### config.mk
export PLATFORM = sky130hd
export DESIGN_NAME = weighted_capped_rate_sharer
export DESIGN_NICKNAME = d
export VERILOG_FILES = /design/src/hw/rtl/wcrs_pkg.sv /design/src/hw/rtl/wcrs_ram.sv /design/src/hw/rtl/wcrs_div.sv /design/src/hw/rtl/wcrs_datapath.sv /design/src/hw/rtl/wcrs_ctrl.sv /design/src/hw/rtl/weighted_capped_rate_sharer.sv
export VERILOG_INCLUDE_DIRS = /design/src /design/src/hw/rtl
export SDC_FILE = /design/constraint.sdc
export NUM_CORES = 2
export LEC_CHECK = 0
export BUFFER_PORTS_ARGS = -buffer_cell sky130_fd_sc_hd__buf_2
export CORE_ASPECT_RATIO = 1.25
export CORE_MARGIN = 1.5
export CORE_UTILIZATION = 29
export DETAILED_ROUTE_END_ITERATION = 12
export HOLD_SLACK_MARGIN = 0.03
export PLACE_DENSITY = 0.47
export SYNTH_ARGS = -nofsm -noshare
export SYNTH_HDL_FRONTEND = slang
export SYNTH_SLANG_ARGS = --single-unit
### constraint.sdc
create_clock -name clk -period 6.4 [get_ports clk]
set_clock_uncertainty 0.2 [all_clocks]
set_input_delay 0.96 -clock clk [delete_from_list [all_inputs] [get_ports clk]]
set_output_delay 0.96 -clock clk [all_outputs]
set_load 0.01 [all_outputs]
### src/hw/rtl/weighted_capped_rate_sharer_assert.svh
// ----------------------------------------------------------------------------
// Assertion macros for the weighted capped rate sharer
// Clocked, reset-qualified implication checks used by the datapath module.
// ----------------------------------------------------------------------------
`ifndef WEIGHTED_CAPPED_RATE_SHARER_ASSERT_SVH
`define WEIGHTED_CAPPED_RATE_SHARER_ASSERT_SVH

// Same-cycle implication.
`define WCRS_ASSERT_IMP(name, clk, rst_n, ante, cons) \
	name: assert property (@(posedge clk) disable iff (!rst_n) (ante) |-> (cons)) \
		else $error("wcrs assertion failed");

// Next-cycle implication.
`define WCRS_ASSERT_NXT(name, clk, rst_n, ante, cons) \
	name: assert property (@(posedge clk) disable iff (!rst_n) (ante) |=> (cons)) \
		else $error("wcrs assertion failed");

`endif

### src/hw/rtl/wcrs_pkg.sv
// ----------------------------------------------------------------------------
// wcrs_pkg
// Shared widths, codes and controller/datapath interface types.
// ----------------------------------------------------------------------------
package wcrs_pkg;

	localparam int MAX_FLOWS_DEF = 16;
	localparam int REQ_W  = 2;
	localparam int SLOT_W = 4;
	localparam int RATE_W = 32;
	localparam int PRIO_W = 8;
	localparam int SUM_W  = 36;
	localparam int STAT_W = 2;
	localparam int PROD_W = SUM_W + PRIO_W;
	localparam int S_TDATA_W = 80;
	localparam int M_TDATA_W = 40;

	localparam logic [SUM_W-1:0] SUM_MAX = '1;

	localparam logic [REQ_W-1:0] REQ_REG   = 2'd0;
	localparam logic [REQ_W-1:0] REQ_UPD   = 2'd1;
	localparam logic [REQ_W-1:0] REQ_DEREG = 2'd2;
	localparam logic [REQ_W-1:0] REQ_NONE  = 2'd3;

	localparam logic [STAT_W-1:0] ST_OK   = 2'd0;
	localparam logic [STAT_W-1:0] ST_FULL = 2'd1;
	localparam logic [STAT_W-1:0] ST_BAD  = 2'd2;

	typedef struct packed {
		logic [PRIO_W-1:0] prio;
		logic [RATE_W-1:0] cap;
		logic [RATE_W-1:0] alloc;
	} entry_t;

	typedef struct packed {
		logic load;
		logic do_reg;
		logic emit_bad;
		logic do_dereg;
		logic rd_slot;
		logic upd_sum;
		logic rd_idx;
		logic init_slot;
		logic pass_start;
		logic mul;
		logic skip;
		logic div_start;
		logic apply;
		logic pass_inc;
		logic out_start;
		logic emit_alloc;
		logic store_total;
	} cmd_t;

	typedef struct packed {
		logic req_none;
		logic req_reg;
		logic req_dereg;
		logic in_use;
		logic idx_last;
		logic cont;
		logic elig;
		logic div_done;
		logic any;
		logic out_free;
		logic idx_valid;
	} sts_t;

endpackage

### src/hw/rtl/wcrs_ram.sv
// ----------------------------------------------------------------------------
// wcrs_ram
// Generic single-write, single-read RAM with registered read data.
// ----------------------------------------------------------------------------
module wcrs_ram #(
	parameter int WIDTH = 8,
	parameter int DEPTH = 16
) (
	input  logic                                        clk,
	input  logic                                        we,
	input  logic [((DEPTH > 1) ? $clog2(DEPTH) : 1)-1:0] waddr,
	input  logic [WIDTH-1:0]                            wdata,
	input  logic                                        re,
	input  logic [((DEPTH > 1) ? $clog2(DEPTH) : 1)-1:0] raddr,
	output logic [WIDTH-1:0]                            rdata_q
);
	logic [WIDTH-1:0] mem_q [DEPTH];

	always_ff @(posedge clk) begin
		if (we) begin
			mem_q[waddr] <= wdata;
		end
		if (re) begin
			rdata_q <= mem_q[raddr];
		end
	end
endmodule

### src/hw/rtl/wcrs_div.sv
// ----------------------------------------------------------------------------
// wcrs_div
// Restoring divider producing one quotient bit per cycle.
// ----------------------------------------------------------------------------
module wcrs_div #(
	parameter int NUM_W = 44,
	parameter int DEN_W = 13
) (
	input  logic             clk,
	input  logic             arst_n,
	input  logic             start,
	input  logic [NUM_W-1:0] num,
	input  logic [DEN_W-1:0] den,
	output logic             done,
	output logic [NUM_W-1:0] quo
);
	localparam int CW = $clog2(NUM_W + 1);

	logic [NUM_W-1:0] quo_q;
	logic [DEN_W:0]   rem_q;
	logic [CW-1:0]    cnt_q;
	logic             busy_q;
	logic             done_q;
	logic [DEN_W:0]   rem_sh;
	logic             ge;

	assign rem_sh = {rem_q[DEN_W-1:0], quo_q[NUM_W-1]};
	assign ge     = rem_sh >= {1'b0, den};

	always_ff @(posedge clk or negedge arst_n) begin
		if (!arst_n) begin
			busy_q <= 1'b0;
			done_q <= 1'b0;
			cnt_q  <= '0;
		end else begin
			done_q <= 1'b0;
			if (start) begin
				busy_q <= 1'b1;
				cnt_q  <= CW'(NUM_W);
			end else if (busy_q) begin
				cnt_q <= cnt_q - 1'b1;
				if (cnt_q == CW'(1)) begin
					busy_q <= 1'b0;
					done_q <= 1'b1;
				end
			end
		end
	end

	always_ff @(posedge clk) begin
		if (start) begin
			quo_q <= num;
			rem_q <= '0;
		end else if (busy_q) begin
			rem_q <= ge ? rem_sh - {1'b0, den} : rem_sh;
			quo_q <= {quo_q[NUM_W-2:0], ge};
		end
	end

	assign done = done_q;
	assign quo  = quo_q;
endmodule

### src/hw/rtl/wcrs_datapath.sv
// ----------------------------------------------------------------------------
// wcrs_datapath
// Flow table, rate sums, sharing arithmetic and the output register.
// ----------------------------------------------------------------------------
`include "weighted_capped_rate_sharer_assert.svh"

module wcrs_datapath #(
	parameter int MAX_FLOWS = wcrs_pkg::MAX_FLOWS_DEF
) (
	input  logic                            clk,
	input  logic                            arst_n,
	input  wcrs_pkg::cmd_t                  cmd,
	output wcrs_pkg::sts_t                  sts,
	input  logic [wcrs_pkg::S_TDATA_W-1:0]  s_tdata,
	input  logic [wcrs_pkg::REQ_W-1:0]      s_tuser,
	output logic                            m_tvalid,
	input  logic                            m_tready,
	output logic [wcrs_pkg::M_TDATA_W-1:0]  m_tdata,
	output logic [wcrs_pkg::STAT_W-1:0]     m_tuser,
	output logic                            m_tlast
);
	localparam int IDX_W  = (MAX_FLOWS > 1) ? $clog2(MAX_FLOWS) : 1;
	localparam int LOG_N  = $clog2(MAX_FLOWS) + 1;
	localparam int PSUM_W = wcrs_pkg::PRIO_W + LOG_N;
	localparam int AGG_W  = wcrs_pkg::SUM_W + LOG_N;
	localparam int PASS_W = $clog2(MAX_FLOWS + 2);
	localparam int RW     = wcrs_pkg::RATE_W;
	localparam int SW     = wcrs_pkg::SUM_W;
	localparam int EW     = $bits(wcrs_pkg::entry_t);

	logic [wcrs_pkg::REQ_W-1:0]  req_q;
	logic [wcrs_pkg::SLOT_W-1:0] slot_q;
	logic [RW-1:0]               rate_q;
	logic [wcrs_pkg::PRIO_W-1:0] prio_q;
	logic [RW-1:0]               cap_q;

	logic [MAX_FLOWS-1:0] valid_q;
	logic [MAX_FLOWS-1:0] capped_q;
	logic [SW-1:0]        rate_sum_q;
	logic [SW-1:0]        left_q;
	logic [AGG_W-1:0]     agg_q;
	logic [AGG_W-1:0]     total_q;
	logic [PSUM_W-1:0]    psum_q;
	logic [PASS_W-1:0]    pass_q;
	logic [IDX_W-1:0]     idx_q;
	logic                 any_q;
	logic [wcrs_pkg::PROD_W-1:0] prod_q;

	logic                          out_valid_q;
	logic [wcrs_pkg::STAT_W-1:0]   out_stat_q;
	logic [wcrs_pkg::SLOT_W-1:0]   out_slot_q;
	logic [RW-1:0]                 out_bps_q;
	logic                          out_last_q;

	wcrs_pkg::entry_t rd_ent;
	wcrs_pkg::entry_t wr_ent;
	logic [EW-1:0]    rdata;
	logic             ram_we;
	logic             ram_re;
	logic [IDX_W-1:0] ram_waddr;
	logic [IDX_W-1:0] ram_raddr;

	logic [IDX_W-1:0] slot_idx;
	logic             free_found;
	logic [IDX_W-1:0] free_idx;
	logic [IDX_W-1:0] hi_idx;
	logic             in_use;
	logic             div_done;
	logic [wcrs_pkg::PROD_W-1:0] quo;
	logic [wcrs_pkg::PROD_W-1:0] r_val;
	logic             hit;
	logic [SW:0]      reg_sum;
	logic [SW:0]      upd_t;
	logic [SW:0]      upd_t2;
	logic [SW-1:0]    upd_sum;
	logic             emit_reg;

	assign rd_ent   = wcrs_pkg::entry_t'(rdata);
	assign slot_idx = IDX_W'(slot_q);
	assign in_use   = (32'(slot_q) < 32'(MAX_FLOWS)) && valid_q[slot_idx];

	always_comb begin
		free_found = 1'b0;
		free_idx   = '0;
		hi_idx     = '0;
		for (int i = MAX_FLOWS - 1; i >= 0; i--) begin
			if (!valid_q[i]) begin
				free_found = 1'b1;
				free_idx   = IDX_W'(i);
			end
		end
		for (int i = 0; i < MAX_FLOWS; i++) begin
			if (valid_q[i]) begin
				hi_idx = IDX_W'(i);
			end
		end
	end

	assign reg_sum = {1'b0, rate_sum_q} + (SW + 1)'(rate_q);
	assign upd_t   = reg_sum;
	assign upd_t2  = (upd_t >= (SW + 1)'(rd_ent.alloc)) ? upd_t - (SW + 1)'(rd_ent.alloc) : '0;
	assign upd_sum = upd_t2[SW] ? wcrs_pkg::SUM_MAX : upd_t2[SW-1:0];

	assign r_val = (psum_q == '0) ? '0 : quo;
	assign hit   = r_val >= wcrs_pkg::PROD_W'(rd_ent.cap);

	assign emit_reg = cmd.do_reg && free_found;

	always_comb begin
		wr_ent = rd_ent;
		if (cmd.do_reg) begin
			wr_ent.prio  = prio_q;
			wr_ent.cap   = cap_q;
			wr_ent.alloc = rate_q;
		end else if (cmd.init_slot) begin
			wr_ent.alloc = '0;
		end else if (hit) begin
			wr_ent.alloc = rd_ent.cap;
		end else begin
			wr_ent.alloc = r_val[RW-1:0];
		end
	end

	assign ram_we    = emit_reg || (cmd.init_slot && valid_q[idx_q]) || cmd.apply;
	assign ram_waddr = cmd.do_reg ? free_idx : idx_q;
	assign ram_re    = cmd.rd_slot || cmd.rd_idx;
	assign ram_raddr = cmd.rd_slot ? slot_idx : idx_q;

	wcrs_ram #(
		.WIDTH(EW),
		.DEPTH(MAX_FLOWS)
	) u_ram (
		.clk    (clk),
		.we     (ram_we),
		.waddr  (ram_waddr),
		.wdata  (EW'(wr_ent)),
		.re     (ram_re),
		.raddr  (ram_raddr),
		.rdata_q(rdata)
	);

	wcrs_div #(
		.NUM_W(wcrs_pkg::PROD_W),
		.DEN_W(PSUM_W)
	) u_div (
		.clk   (clk),
		.arst_n(arst_n),
		.start (cmd.div_start),
		.num   (prod_q),
		.den   (psum_q),
		.done  (div_done),
		.quo   (quo)
	);

	always_ff @(posedge clk) begin
		if (cmd.load) begin
			req_q  <= s_tuser;
			slot_q <= s_tdata[3:0];
			rate_q <= s_tdata[35:4];
			prio_q <= s_tdata[43:36];
			cap_q  <= s_tdata[75:44];
		end
		if (cmd.mul) begin
			prod_q <= wcrs_pkg::PROD_W'(left_q) * wcrs_pkg::PROD_W'(rd_ent.prio);
		end
		if (cmd.do_reg) begin
			out_stat_q <= free_found ? wcrs_pkg::ST_OK : wcrs_pkg::ST_FULL;
			out_slot_q <= free_found ? wcrs_pkg::SLOT_W'(free_idx) : '0;
			out_bps_q  <= free_found ? rate_q : '0;
			out_last_q <= 1'b1;
		end else if (cmd.emit_bad) begin
			out_stat_q <= wcrs_pkg::ST_BAD;
			out_slot_q <= slot_q;
			out_bps_q  <= '0;
			out_last_q <= 1'b1;
		end else if (cmd.do_dereg) begin
			out_stat_q <= wcrs_pkg::ST_OK;
			out_slot_q <= slot_q;
			out_bps_q  <= '0;
			out_last_q <= 1'b1;
		end else if (cmd.emit_alloc) begin
			out_stat_q <= wcrs_pkg::ST_OK;
			out_slot_q <= wcrs_pkg::SLOT_W'(idx_q);
			out_bps_q  <= rd_ent.alloc;
			out_last_q <= idx_q == hi_idx;
		end
	end

	always_ff @(posedge clk or negedge arst_n) begin
		if (!arst_n) begin
			valid_q     <= '0;
			capped_q    <= '0;
			rate_sum_q  <= '0;
			left_q      <= '0;
			agg_q       <= '0;
			total_q     <= '0;
			psum_q      <= '0;
			pass_q      <= '0;
			idx_q       <= '0;
			any_q       <= 1'b0;
			out_valid_q <= 1'b0;
		end else begin
			if (cmd.do_reg || cmd.emit_bad || cmd.do_dereg || cmd.emit_alloc) begin
				out_valid_q <= 1'b1;
			end else if (m_tready) begin
				out_valid_q <= 1'b0;
			end
			if (emit_reg) begin
				valid_q[free_idx] <= 1'b1;
				rate_sum_q <= reg_sum[SW] ? wcrs_pkg::SUM_MAX : reg_sum[SW-1:0];
			end
			if (cmd.do_dereg) begin
				valid_q[slot_idx] <= 1'b0;
			end
			if (cmd.upd_sum) begin
				rate_sum_q <= upd_sum;
				left_q     <= upd_sum;
				agg_q      <= '0;
				psum_q     <= '0;
				pass_q     <= '0;
				idx_q      <= '0;
				capped_q   <= '0;
			end
			if (cmd.init_slot) begin
				if (valid_q[idx_q]) begin
					psum_q <= psum_q + PSUM_W'(rd_ent.prio);
				end
				idx_q <= IDX_W'(idx_q + 1'b1);
			end
			if (cmd.pass_start) begin
				agg_q <= '0;
				any_q <= 1'b0;
				idx_q <= '0;
			end
			if (cmd.skip) begin
				idx_q <= IDX_W'(idx_q + 1'b1);
			end
			if (cmd.apply) begin
				idx_q <= IDX_W'(idx_q + 1'b1);
				if (hit) begin
					left_q           <= left_q - SW'(rd_ent.cap);
					psum_q           <= psum_q - PSUM_W'(rd_ent.prio);
					capped_q[idx_q]  <= 1'b1;
					any_q            <= 1'b1;
				end else begin
					agg_q <= agg_q + AGG_W'(r_val[RW-1:0]);
				end
			end
			if (cmd.pass_inc) begin
				pass_q <= pass_q + 1'b1;
			end
			if (cmd.out_start) begin
				idx_q   <= '0;
				total_q <= '0;
			end
			if (cmd.emit_alloc) begin
				idx_q   <= IDX_W'(idx_q + 1'b1);
				total_q <= total_q + AGG_W'(rd_ent.alloc);
			end
			if (cmd.store_total) begin
				rate_sum_q <= (total_q > AGG_W'(wcrs_pkg::SUM_MAX)) ?
					wcrs_pkg::SUM_MAX : SW'(total_q);
			end
		end
	end

	always_comb begin
		sts           = '0;
		sts.req_none  = req_q == wcrs_pkg::REQ_NONE;
		sts.req_reg   = req_q == wcrs_pkg::REQ_REG;
		sts.req_dereg = req_q == wcrs_pkg::REQ_DEREG;
		sts.in_use    = in_use;
		sts.idx_last  = idx_q == IDX_W'(MAX_FLOWS - 1);
		sts.cont      = (32'(pass_q) <= 32'(MAX_FLOWS)) &&
			(AGG_W'(left_q) > agg_q + 1'b1) && (psum_q != '0);
		sts.elig      = valid_q[idx_q] && !capped_q[idx_q] && (rd_ent.alloc < rd_ent.cap);
		sts.div_done  = div_done;
		sts.any       = any_q;
		sts.out_free  = !out_valid_q || m_tready;
		sts.idx_valid = valid_q[idx_q];
	end

	assign m_tvalid = out_valid_q;
	assign m_tdata  = {4'b0, out_bps_q, out_slot_q};
	assign m_tuser  = out_stat_q;
	assign m_tlast  = out_last_q;

	`WCRS_ASSERT_IMP(a_emit_free, clk, arst_n, cmd.emit_alloc, !out_valid_q || m_tready)
	`WCRS_ASSERT_IMP(a_pass_psum, clk, arst_n, cmd.pass_start, psum_q != '0)
	`WCRS_ASSERT_NXT(a_cap_left, clk, arst_n, cmd.apply && hit,
		left_q == $past(left_q) - SW'($past(rd_ent.cap)))
endmodule

### src/hw/rtl/wcrs_ctrl.sv
// ----------------------------------------------------------------------------
// wcrs_ctrl
// Sequencer for request decode, sharing passes and result delivery.
// ----------------------------------------------------------------------------
module wcrs_ctrl (
	input  logic           clk,
	input  logic           arst_n,
	input  logic           s_tvalid,
	output logic           s_tready,
	input  wcrs_pkg::sts_t sts,
	output wcrs_pkg::cmd_t cmd
);
	localparam logic [3:0] S_IDLE     = 4'd0;
	localparam logic [3:0] S_DEC      = 4'd1;
	localparam logic [3:0] S_UPD      = 4'd2;
	localparam logic [3:0] S_INIT_RD  = 4'd3;
	localparam logic [3:0] S_INIT_WR  = 4'd4;
	localparam logic [3:0] S_PASS_CHK = 4'd5;
	localparam logic [3:0] S_RD       = 4'd6;
	localparam logic [3:0] S_EVAL     = 4'd7;
	localparam logic [3:0] S_DIV_GO   = 4'd8;
	localparam logic [3:0] S_DIV_WAIT = 4'd9;
	localparam logic [3:0] S_PASS_END = 4'd10;
	localparam logic [3:0] S_OUT_RD   = 4'd11;
	localparam logic [3:0] S_OUT_EM   = 4'd12;
	localparam logic [3:0] S_FIN      = 4'd13;

	logic [3:0] state_q;
	logic [3:0] state_d;

	assign s_tready = (state_q == S_IDLE) && sts.out_free;

	always_comb begin
		cmd     = '0;
		state_d = state_q;
		case (state_q)
			S_IDLE: begin
				if (s_tvalid && s_tready) begin
					cmd.load = 1'b1;
					state_d  = S_DEC;
				end
			end
			S_DEC: begin
				state_d = S_IDLE;
				if (sts.req_reg) begin
					cmd.do_reg = 1'b1;
				end else if (sts.req_none) begin
					state_d = S_IDLE;
				end else if (!sts.in_use) begin
					cmd.emit_bad = 1'b1;
				end else if (sts.req_dereg) begin
					cmd.do_dereg = 1'b1;
				end else begin
					cmd.rd_slot = 1'b1;
					state_d     = S_UPD;
				end
			end
			S_UPD: begin
				cmd.upd_sum = 1'b1;
				state_d     = S_INIT_RD;
			end
			S_INIT_RD: begin
				cmd.rd_idx = 1'b1;
				state_d    = S_INIT_WR;
			end
			S_INIT_WR: begin
				cmd.init_slot = 1'b1;
				state_d       = sts.idx_last ? S_PASS_CHK : S_INIT_RD;
			end
			S_PASS_CHK: begin
				if (sts.cont) begin
					cmd.pass_start = 1'b1;
					state_d        = S_RD;
				end else begin
					cmd.out_start = 1'b1;
					state_d       = S_OUT_RD;
				end
			end
			S_RD: begin
				cmd.rd_idx = 1'b1;
				state_d    = S_EVAL;
			end
			S_EVAL: begin
				if (sts.elig) begin
					cmd.mul = 1'b1;
					state_d = S_DIV_GO;
				end else begin
					cmd.skip = 1'b1;
					state_d  = sts.idx_last ? S_PASS_END : S_RD;
				end
			end
			S_DIV_GO: begin
				cmd.div_start = 1'b1;
				state_d       = S_DIV_WAIT;
			end
			S_DIV_WAIT: begin
				if (sts.div_done) begin
					cmd.apply = 1'b1;
					state_d   = sts.idx_last ? S_PASS_END : S_RD;
				end
			end
			S_PASS_END: begin
				if (sts.any) begin
					cmd.pass_inc = 1'b1;
					state_d      = S_PASS_CHK;
				end else begin
					cmd.out_start = 1'b1;
					state_d       = S_OUT_RD;
				end
			end
			S_OUT_RD: begin
				cmd.rd_idx = 1'b1;
				state_d    = S_OUT_EM;
			end
			S_OUT_EM: begin
				if (!sts.idx_valid) begin
					cmd.skip = 1'b1;
					state_d  = sts.idx_last ? S_FIN : S_OUT_RD;
				end else if (sts.out_free) begin
					cmd.emit_alloc = 1'b1;
					state_d        = sts.idx_last ? S_FIN : S_OUT_RD;
				end
			end
			S_FIN: begin
				cmd.store_total = 1'b1;
				state_d         = S_IDLE;
			end
			default: begin
				state_d = S_IDLE;
			end
		endcase
	end

	always_ff @(posedge clk or negedge arst_n) begin
		if (!arst_n) begin
			state_q <= S_IDLE;
		end else begin
			state_q <= state_d;
		end
	end
endmodule

### src/hw/rtl/weighted_capped_rate_sharer.sv
// ----------------------------------------------------------------------------
// weighted_capped_rate_sharer
// Flow table that shares a rate budget by priority weight under per-flow caps.
// ----------------------------------------------------------------------------
// One request word is handled at a time. Register, deregister and rejected
// requests each return one result word. An update walks the table to clear
// allocations, then runs up to MAX_FLOWS + 1 sharing passes; in each pass the
// serial divider forms the weighted share of every flow that is offered one,
// one quotient bit per cycle. Results follow, one word per valid flow in
// ascending slot order, with tlast on the highest valid slot.
module weighted_capped_rate_sharer #(
	parameter int MAX_FLOWS = wcrs_pkg::MAX_FLOWS_DEF
) (
	input  logic                            clk,
	input  logic                            arst_n,
	input  logic                            s_tvalid,
	output logic                            s_tready,
	// flow_slot, rate_bps, flow_priority, cap_bps, zero pad
	input  logic [wcrs_pkg::S_TDATA_W-1:0]  s_tdata,
	// req_type
	input  logic [wcrs_pkg::REQ_W-1:0]      s_tuser,
	output logic                            m_tvalid,
	input  logic                            m_tready,
	// out_slot, allocated_bps, zero pad
	output logic [wcrs_pkg::M_TDATA_W-1:0]  m_tdata,
	// status
	output logic [wcrs_pkg::STAT_W-1:0]     m_tuser,
	output logic                            m_tlast
);
	wcrs_pkg::cmd_t cmd;
	wcrs_pkg::sts_t sts;

	wcrs_ctrl u_ctrl (
		.clk     (clk),
		.arst_n  (arst_n),
		.s_tvalid(s_tvalid),
		.s_tready(s_tready),
		.sts     (sts),
		.cmd     (cmd)
	);

	wcrs_datapath #(
		.MAX_FLOWS(MAX_FLOWS)
	) u_dp (
		.clk     (clk),
		.arst_n  (arst_n),
		.cmd     (cmd),
		.sts     (sts),
		.s_tdata (s_tdata),
		.s_tuser (s_tuser),
		.m_tvalid(m_tvalid),
		.m_tready(m_tready),
		.m_tdata (m_tdata),
		.m_tuser (m_tuser),
		.m_tlast (m_tlast)
	);
endmodule
; ---- Yosys cells after proc, flatten, opt, wreduce, memory -nomap -nowiden
; Memory sizes are Yosys's and may differ from the RTL's. A register that Yosys moved wholly into a read port is not among the register bits.
; Cells that the tools add are included.
[totals]
ff_bits = 440
mem_bits_rw = 1152
in_bits = 86
output_inout_bits = 45
wordCells = 294
n_memories = 1
[mem_list]
columns = name, depth, word_bits, rd, rd_ports_with_merged_regs, write_ports, line
row1 = u_dp.u_ram.mem_q, 16, 72, 1, 1, 1, wcrs_ram.sv:17  ; logic [WIDTH-1:0] mem_q [DEPTH];
[op_classes]
addsub = 12
n_mul = 1
order_cmp = 13
eq_ne = 21
mux = 181
bitwise_logic = 4
reduce_logical = 34
[ops]
columns = operator, n
row1 = 2-to-1 mux 36 bit, 9
row2 = 2-to-1 mux 32 bit, 8
row3 = 2-to-1 mux 41 bit, 6
row4 = 2-to-1 mux 4 bit, 50
row5 = 2-to-1 mux 44 bit, 3
row6 = adder 41 x 32 -> 41 bit, 2
row7 = 2-to-1 mux 16 bit, 5
row8 = 2-to-1 mux 13 bit, 6
row9 = 2-to-1 mux 1 bit, 63
row10 = case mux 4 bit (13 select lines), 1
row11 = >= comparator 44 x 32 -> 1 bit, 1
row12 = multiplier 36 x 8 -> 44 bit, 1
row13 = "adder 41 x 1 -> 41 bit, second input constant", 1
row14 = > comparator 36 x 41 -> 1 bit, 1
row15 = "> comparator 41 x 36 -> 1 bit, second input constant", 1
row16 = 2-to-1 mux 40 bit, 1
row17 = adder 36 x 32 -> 37 bit, 1
row18 = >= comparator 37 x 32 -> 1 bit, 1
row19 = 2-to-1 mux 37 bit, 1
row20 = subtractor 37 x 32 -> 37 bit, 1
row21 = subtractor 36 x 32 -> 36 bit, 1
row22 = < comparator 32 bit, 1
row23 = bitwise OR 16 bit, 2
row24 = "== test 4 bit, second input constant", 7
row25 = other kinds (41), 92

; ---- Longest topological paths before layout
[depth]
depth_word = 24
ltp_mapped = 25
mapped_depth_nobuf = 24

; ---- Cells and area by module
; From an unflattened synthesis, not the netlist that was laid out.
[unflattened]
cells_unflattened = 6442
hier_area_um2 = 86912.1
[by_module_without_submodules]
columns = mod, n_inst, cells_per_inst, area_each_um2, seq_area_each_um2
row1 = wcrs_ram, 1, 1850, 45268.4, 36755.3
row2 = wcrs_datapath, 1, 4210, 37395.9, 10079.7
row3 = wcrs_div, 1, 300, 3684.8, 1781.7
row4 = wcrs_ctrl, 1, 82, 563.0, 100.1

; ---- Worst setup path before layout
; No wires, ideal clock.
[synth_path]
path_type = reg2reg
startpoint = reg u_dp.u_ram.rdata_q[66], read port of u_dp.u_ram.mem_q
endpoint = reg u_dp.prod_q[43] in the netlist's numbering, data pin
setup_time_ns = 0.260
t_arrival_ns = 5.528
required_time_ns = 5.940
path_slack_ns = 0.412
path_stages_with_launch = 21
n_path_buf = 1
synth_period_minus_slack_ns = 5.988
cell_sequence = edfxtp_1 -> clkbuf_1 -> and2_1 -> fa_1 -> inv_1 -> fa_1 -> fa_1 -> inv_1 -> fa_1 -> ha_1 -> a21o_1 -> a221o_1 -> o311a_1 -> nand3b_1 -> o2111ai_1 -> a31oi_1 -> a221oi_1 -> nor2_1 -> a211oi_1 -> a21oi_1 -> xnor2_1
[synth_between]
elab_chain_cells = 1
[synth_rtl]
columns = element, line
row1 = start: declaration, wcrs_ram.sv:15  ; output logic [WIDTH-1:0] rdata_q
row2 = multiplier 36 x 8 -> 44 bit, wcrs_datapath.sv:164  ; prod_q <= wcrs_pkg::PROD_W'(left_q) * wcrs_pkg::PROD_W'(rd_ent.prio);
row3 = end signal: assignment, wcrs_datapath.sv:164
row4 = end: declaration, wcrs_datapath.sv:47  ; logic [wcrs_pkg::PROD_W-1:0] prod_q;
; No other way between the ends.
; A chain may end at the register's enable or synchronous reset.

; ---- Worst setup path after layout
[layout_path]
startpoint = reg u_dp.rate_q[5]
endpoint = reg u_dp.left_q[15]
[layout_between]
elab_chain_cells = 7
elab_cells_between_ends = 8
cone_classes = add/sub (2) / order compare (1) / mux (5)
[layout_rtl]
columns = element, line
row1 = start: declaration, wcrs_datapath.sv:33  ; logic [RW-1:0] rate_q;
row2 = start signal: assignment, wcrs_datapath.sv:159  ; rate_q <= s_tdata[35:4];
row3 = adder 36 x 32 -> 37 bit *, wcrs_datapath.sv:99  ; assign reg_sum = {1'b0, rate_sum_q} + (SW + 1)'(rate_q);
row4 = subtractor 37 x 32 -> 37 bit / >= comparator 37 x 32 -> 1 bit (equally long branches), wcrs_datapath.sv:101  ; assign upd_t2 = (upd_t >= (SW + 1)'(rd_ent.alloc)) ? upd_t - (SW + 1)'(rd_ent.alloc) : '0;
row5 = 2-to-1 mux 37 bit *, wcrs_datapath.sv:101
row6 = 2-to-1 mux 36 bit *, wcrs_datapath.sv:102  ; assign upd_sum = upd_t2[SW] ? wcrs_pkg::SUM_MAX : upd_t2[SW-1:0];
row7 = 2-to-1 mux 36 bit *, wcrs_datapath.sv:215  ; if (cmd.upd_sum) begin
row8 = 2-to-1 mux 36 bit, wcrs_datapath.sv:240  ; if (hit) begin
row9 = 2-to-1 mux 36 bit *, wcrs_datapath.sv:238  ; if (cmd.apply) begin
row10 = end signal: assignment, wcrs_datapath.sv:217  ; left_q <= upd_sum;
row11 = end signal: assignment, wcrs_datapath.sv:241  ; left_q <= left_q - SW'(rd_ent.cap);
row12 = end: declaration, wcrs_datapath.sv:40  ; logic [SW-1:0] left_q;
; Every way passes the cells marked *; elsewhere a longest branch is shown, timed or not.

==> out/summary.log <==
[outcome] outcome complete, no violations
[sta] number of setup violations in the final report 0
[pwr] fraction of power spent switching nets 37.97%
[clock_network] clk slew on worst S/H paths 0.06 ns
[synth] area share of fa/ha/maj cells after synthesis 10.15%
[sta] setup repair after global routing missed its margin yes
[place] cell count after placement 10690
[die] DIE AREA 300800 sq um
[min_path] path type of the worst min-delay path input pin to flip-flop
[cells_and_area] top library cells by usage in the layout, fill and taps aside sky130_fd_sc_hd__edfxtp_1 (1428), sky130_fd_sc_hd__nand2_1 (685), sky130_fd_sc_hd__inv_1 (398)
[sta] Tightest Pin Transition 1.244 ns
[clock_network] TritonCTS clock tree done
[cells_and_area] final-stage net count 7612
[die] Std-Cell Core Area 295500 sq um
[critical_path] buffering stage count on the worst path with inverters included 5
[pwr] combinational share of power 42.8%
[pwr] clock network power share 23.6%
[sta] pins over their slew limit 0
[critical_path] Required @ worst endpoint 6.89 ns
[die] Die Ht 612.9 um
[cells_and_area] leading cell type in the layout, fill and taps excluded sky130_fd_sc_hd__edfxtp_1
[synth] most common flop cell mapped by yosys sky130_fd_sc_hd__edfxtp_1
[global_routing] final global-route overflow total 0
[pwr] power consumption 43630 uW
[global_routing] global routing usage summed across all routing layers 18.58%
[synth] count of cell types in the netlist 96
[cells_and_area] summed area of non-filler cells in the final layout 100600 sq um
[routing] average wire per cell in the routed design 25.75 um
[min_path] hold path endpoint u_dp.rate_q[14]
[sta] Tcrit/Tclk final 97.30%
[place] number of input and output port buffers inserted 122
[run] Max-cap violations 0
[critical_path] capture instance of the worst register-to-register path u_dp.left_q[15]
[sta] endpoints failing hold 0
[pwr] share of power burned in registers 33.6%
[critical_path] cell family with the largest share of critical-path delay compound AO/OA/AOI/OAI gates
[critical_path] R2R Setup Slk 0.17 ns
[synth] count of flip-flops with a built-in enable after synthesis 1428
[routing] detailed-route via count 56620
[cells_and_area] area taken by multi-input logic gates 35320 sq um
[synth] Simple-Gate Fraction of Synth Area 8.587%
[synth] number of warnings printed during yosys synthesis 0
[pwr] Static Leakage 0.03769 uW
[place] standard cell area after detailed placement 94550 sq um
[clock_network] maximum root-to-sink buffer count 4
[critical_path] CP most frequent cell sky130_fd_sc_hd__buf_4
[critical_path] origin of the critical flop-to-flop path u_dp.rate_q[5]
[clock_network] clock insertion delay at the later pin of the skew report 0.86 ns
[routing] DRC violations left 0
[critical_path] Setup Crit Path Kind flip-flop to flip-flop
[sta] Max Clk Rate 160.6 MHz
[place] final weighted congestion in routability-driven placement 0.9105
[routing] number of detailed-routing iterations run before antenna repair 6
[cells_and_area] area used by sequential logic in the layout 48720 sq um
[synth] synthesized area per cell 13.26 sq um
[critical_path] Reg2Reg Depth 22
[sta] remaining max-slew budget at the tightest pin 16.54%
[global_routing] first-pass GRT wire length 411.4 mm
[synth] compound-gate portion of the synthesized area 10.54%
[synth] multiplexer share of the synthesized area 8.625%
[place] placed wire-length estimate 200.8 mm
[global_routing] largest net degree at the start of global routing 120
[critical_path] arrival time at the worst endpoint 6.71 ns
[die] width of the chip 490.9 um
[min_path] number of instances on the worst hold path 1
[pwr] worst voltage drop across the vdd grid 0.0002591 V
[pwr] pwr dens 433.7 nW/um^2
[cells_and_area] number of cells in the finished layout apart from fillers 11030
[synth] post-synthesis cell area 86290 sq um
[synth] cell count after synthesis 6507
[pwr] switching power of the nets 16570 uW
[die] Starting Density 29.20%
[sta] post-route minimum period 6.227 ns
[sta] summed negative setup slack over all endpoints 0 ns
[routing] DRT Wirelength 284.0 mm
[cells_and_area] synthesis-to-layout area growth 16.60%
[cells_and_area] layout cells sized above 1 17.25%
[synth] post-synthesis sequential element count 1664
[synth] combinational family with the most area after synthesis compound AO/OA/AOI/OAI gates
[synth] async set-or-reset flop fraction in the synthesized netlist 13.34%
[critical_path] critical path's largest stage delay 0.57 ns
[routing] number of violations reported at the end of detailed-routing iteration 0 4313
[clock_network] TritonCTS Sinks 1664
[critical_path] library cell contributing the largest single delay on the critical path sky130_fd_sc_hd__or4_1
[clock_network] clock root cell sky130_fd_sc_hd__clkbuf_16
[routing] ratio of routed vias to standard cells 5.133
[pwr] Pint 27070 uW
[min_path] hold_sp s_tdata[18]
[die] Cell Rows 223
[global_routing] number of antenna violations at the first check in global routing 8
[critical_path] crit-path max FO 16
[clock_network] Inserted Clock Buffers 177
[critical_path] Startpoint Class flip-flop
[synth] proportion of synthesized chip area in sequential cells 56.46%
[clock_network] htree depth 4
[routing] remaining antenna violation count after routing 0
[cells_and_area] Filler cells 28890
[die] num ports 131
[synth] xor and xnor fraction of the mapped netlist area 2.332%
[critical_path] kind of capture point of the worst setup path flip-flop
[critical_path] cells along the critical path ha_1 > a21o_1 > or3_1 > o211ai_2 > o41ai_4 > buf_4 > a21oi_1 > o21ai_1 > o41ai_1 > xnor2_1 > buf_4 > ha_1 > nand2_1 > or4_1 > o211a_1 > nand4bb_4 > xnor2_4 > buf_12 > a2111oi_1 > buf_4 > a211oi_1 > buf_4
[global_routing] number of global-route vias before repair 58420
Yosys cell counts (55+ instances only):
| library cell | instances | share of area (%) |
|---|---|---|
| sky130_fd_sc_hd__a21o_1 | 111 | 0.97 |
| sky130_fd_sc_hd__edfxtp_1 | 1428 | 50 |
| sky130_fd_sc_hd__and2_1 | 208 | 1.5 |
| sky130_fd_sc_hd__xnor2_1 | 133 | 1.3 |
| sky130_fd_sc_hd__o21ai_0 | 275 | 1.6 |
| sky130_fd_sc_hd__inv_1 | 398 | 1.7 |
| sky130_fd_sc_hd__a21oi_1 | 289 | 1.7 |
| sky130_fd_sc_hd__clkbuf_1 | 199 | 0.87 |
| sky130_fd_sc_hd__xor2_1 | 93 | 0.94 |
| sky130_fd_sc_hd__mux2i_1 | 55 | 0.64 |
| sky130_fd_sc_hd__nand3_1 | 107 | 0.62 |
| sky130_fd_sc_hd__ha_1 | 361 | 5.2 |
| sky130_fd_sc_hd__fa_1 | 212 | 4.9 |
| sky130_fd_sc_hd__a31oi_1 | 57 | 0.41 |
| sky130_fd_sc_hd__nand2_1 | 689 | 3.0 |
| sky130_fd_sc_hd__nand4_1 | 55 | 0.40 |
| sky130_fd_sc_hd__dfrtp_1 | 222 | 6.4 |
| sky130_fd_sc_hd__nor2_1 | 265 | 1.2 |
| sky130_fd_sc_hd__o21ai_1 | 89 | 0.52 |
| sky130_fd_sc_hd__mux4_2 | 303 | 7.9 |
| sky130_fd_sc_hd__nor3_1 | 59 | 0.34 |
| sky130_fd_sc_hd__a22oi_1 | 151 | 1.3 |
cell type report:
| cell class | instances | share of cell area, % |
|---|---|---|
| inverter | 398 | 1.485 |
| sequential | 1664 | 48.43 |
| antenna | 7 | 0.01741 |
| tap | 3937 | 4.896 |
| multi-input combinational | 4155 | 35.10 |
| clock inverter | 102 | 0.9936 |
| clock buffer | 210 | 4.557 |
| timing repair buffer | 557 | 4.522 |
power by group through the flow:
stage	Clock [uW]	Combinational, uW	Sequential, uW
final	10300	18700	14700
after detailed placement	0	18400	14900
after global routing	10900	20600	14700
after CTS	10500	18600	14700
after floorplan	0	12400	14500
after global placement	0	18400	14900
logic make-up after synthesis:
| logic type | after synthesis |
|---|---|
| fa+ha+maj | 573 |
| other cells | 1 |
| mux | 364 |
| xor+xnor | 228 |
| compound gates | 1399 |
| flops | 1664 |
| buf+inv | 691 |
| simple gates | 1587 |
worst register-to-register path, cell delays in order, from the launching register on:
cell                        delay [ns]
sky130_fd_sc_hd__edfxtp_1         0.54
sky130_fd_sc_hd__ha_1             0.41
sky130_fd_sc_hd__a21o_1           0.22
sky130_fd_sc_hd__or3_1            0.35
sky130_fd_sc_hd__o211ai_2         0.29
sky130_fd_sc_hd__o41ai_4          0.14
sky130_fd_sc_hd__buf_4            0.19
sky130_fd_sc_hd__a21oi_1          0.31
sky130_fd_sc_hd__o21ai_1          0.17
sky130_fd_sc_hd__o41ai_1          0.39
sky130_fd_sc_hd__xnor2_1          0.13
sky130_fd_sc_hd__buf_4            0.16
sky130_fd_sc_hd__ha_1             0.34
sky130_fd_sc_hd__nand2_1          0.12
sky130_fd_sc_hd__or4_1            0.57
sky130_fd_sc_hd__o211a_1          0.31
sky130_fd_sc_hd__nand4bb_4        0.15
sky130_fd_sc_hd__xnor2_4          0.15
sky130_fd_sc_hd__buf_12           0.20
sky130_fd_sc_hd__a2111oi_1        0.37
sky130_fd_sc_hd__buf_4            0.17
sky130_fd_sc_hd__a211oi_1         0.04
sky130_fd_sc_hd__buf_4            0.16
per-layer routing:
metal	wire length [um]	global-route usage, %	vias up	part of all wire [%]
li1	-	-	25300	-
met1	117600	23.38	29480	41
met2	141700	32.52	1430	50
met3	11330	1.818	409	4.0
met4	13380	7.749	0	4.7
met5	0	0	-	0
metrics by stage:
stage,setup WS [ns],util [%],hold WS (ns)
2_1_floorplan,0.4123,-,0.2307
3_5_place_dp,-0.2504,32.00,0.2647
3_3_place_gp,-0.2987,32.00,0.2505
6_report,0.1729,34.05,0.09391
5_1_grt,-0.09327,34.04,0.04964
4_1_cts,0.003962,33.95,0.03105
flip-flops by register name, summed over array words and instances, names as in the netlist, 5 cells and up:
name                count
u_dp.u_div.quo         44
u_dp.u_ram.rdata_q     72
u_dp.prod_q            44
u_dp.agg_q             41
u_dp.u_div.cnt_q        6
u_dp.rate_q            32
u_dp.pass_q             5
u_dp.left_q            36
u_dp.psum_q            13
u_dp.capped_q          16
u_dp.u_div.rem_q       13
u_dp.u_ram.mem_q     1152
u_dp.valid_q           16
u_dp.out_bps_q         32
u_dp.cap_q             32
u_dp.prio_q             8
u_dp.rate_sum_q        36
u_dp.total_q           41
worst max path at each step:
stage	from	to	depth (start not counted)
2_1_floorplan	u_dp.u_ram.rdata_q[66]	u_dp.prod_q[43]	20
3_3_place_gp	u_dp.rate_q[0]	u_dp.left_q[10]	24
3_5_place_dp	u_dp.rate_q[0]	u_dp.left_q[10]	24
4_1_cts	u_dp.rate_q[0]	u_dp.left_q[13]	23
5_1_grt	u_dp.rate_q[0]	u_dp.left_q[15]	25
6_report	u_dp.rate_q[5]	u_dp.left_q[15]	22
what timing repair did:
item / in CTS / in global routing
pin swaps: 3 / 14
buffers inserted: 3 / 6
gates cloned: 0 / 0
resized for setup: 10 / 49
hold buffers: 12 / 0
endpoints found under the hold margin: 66 / 0
setup endpoints to repair: 34 / 56
Power figures use the tool's default switching activity.
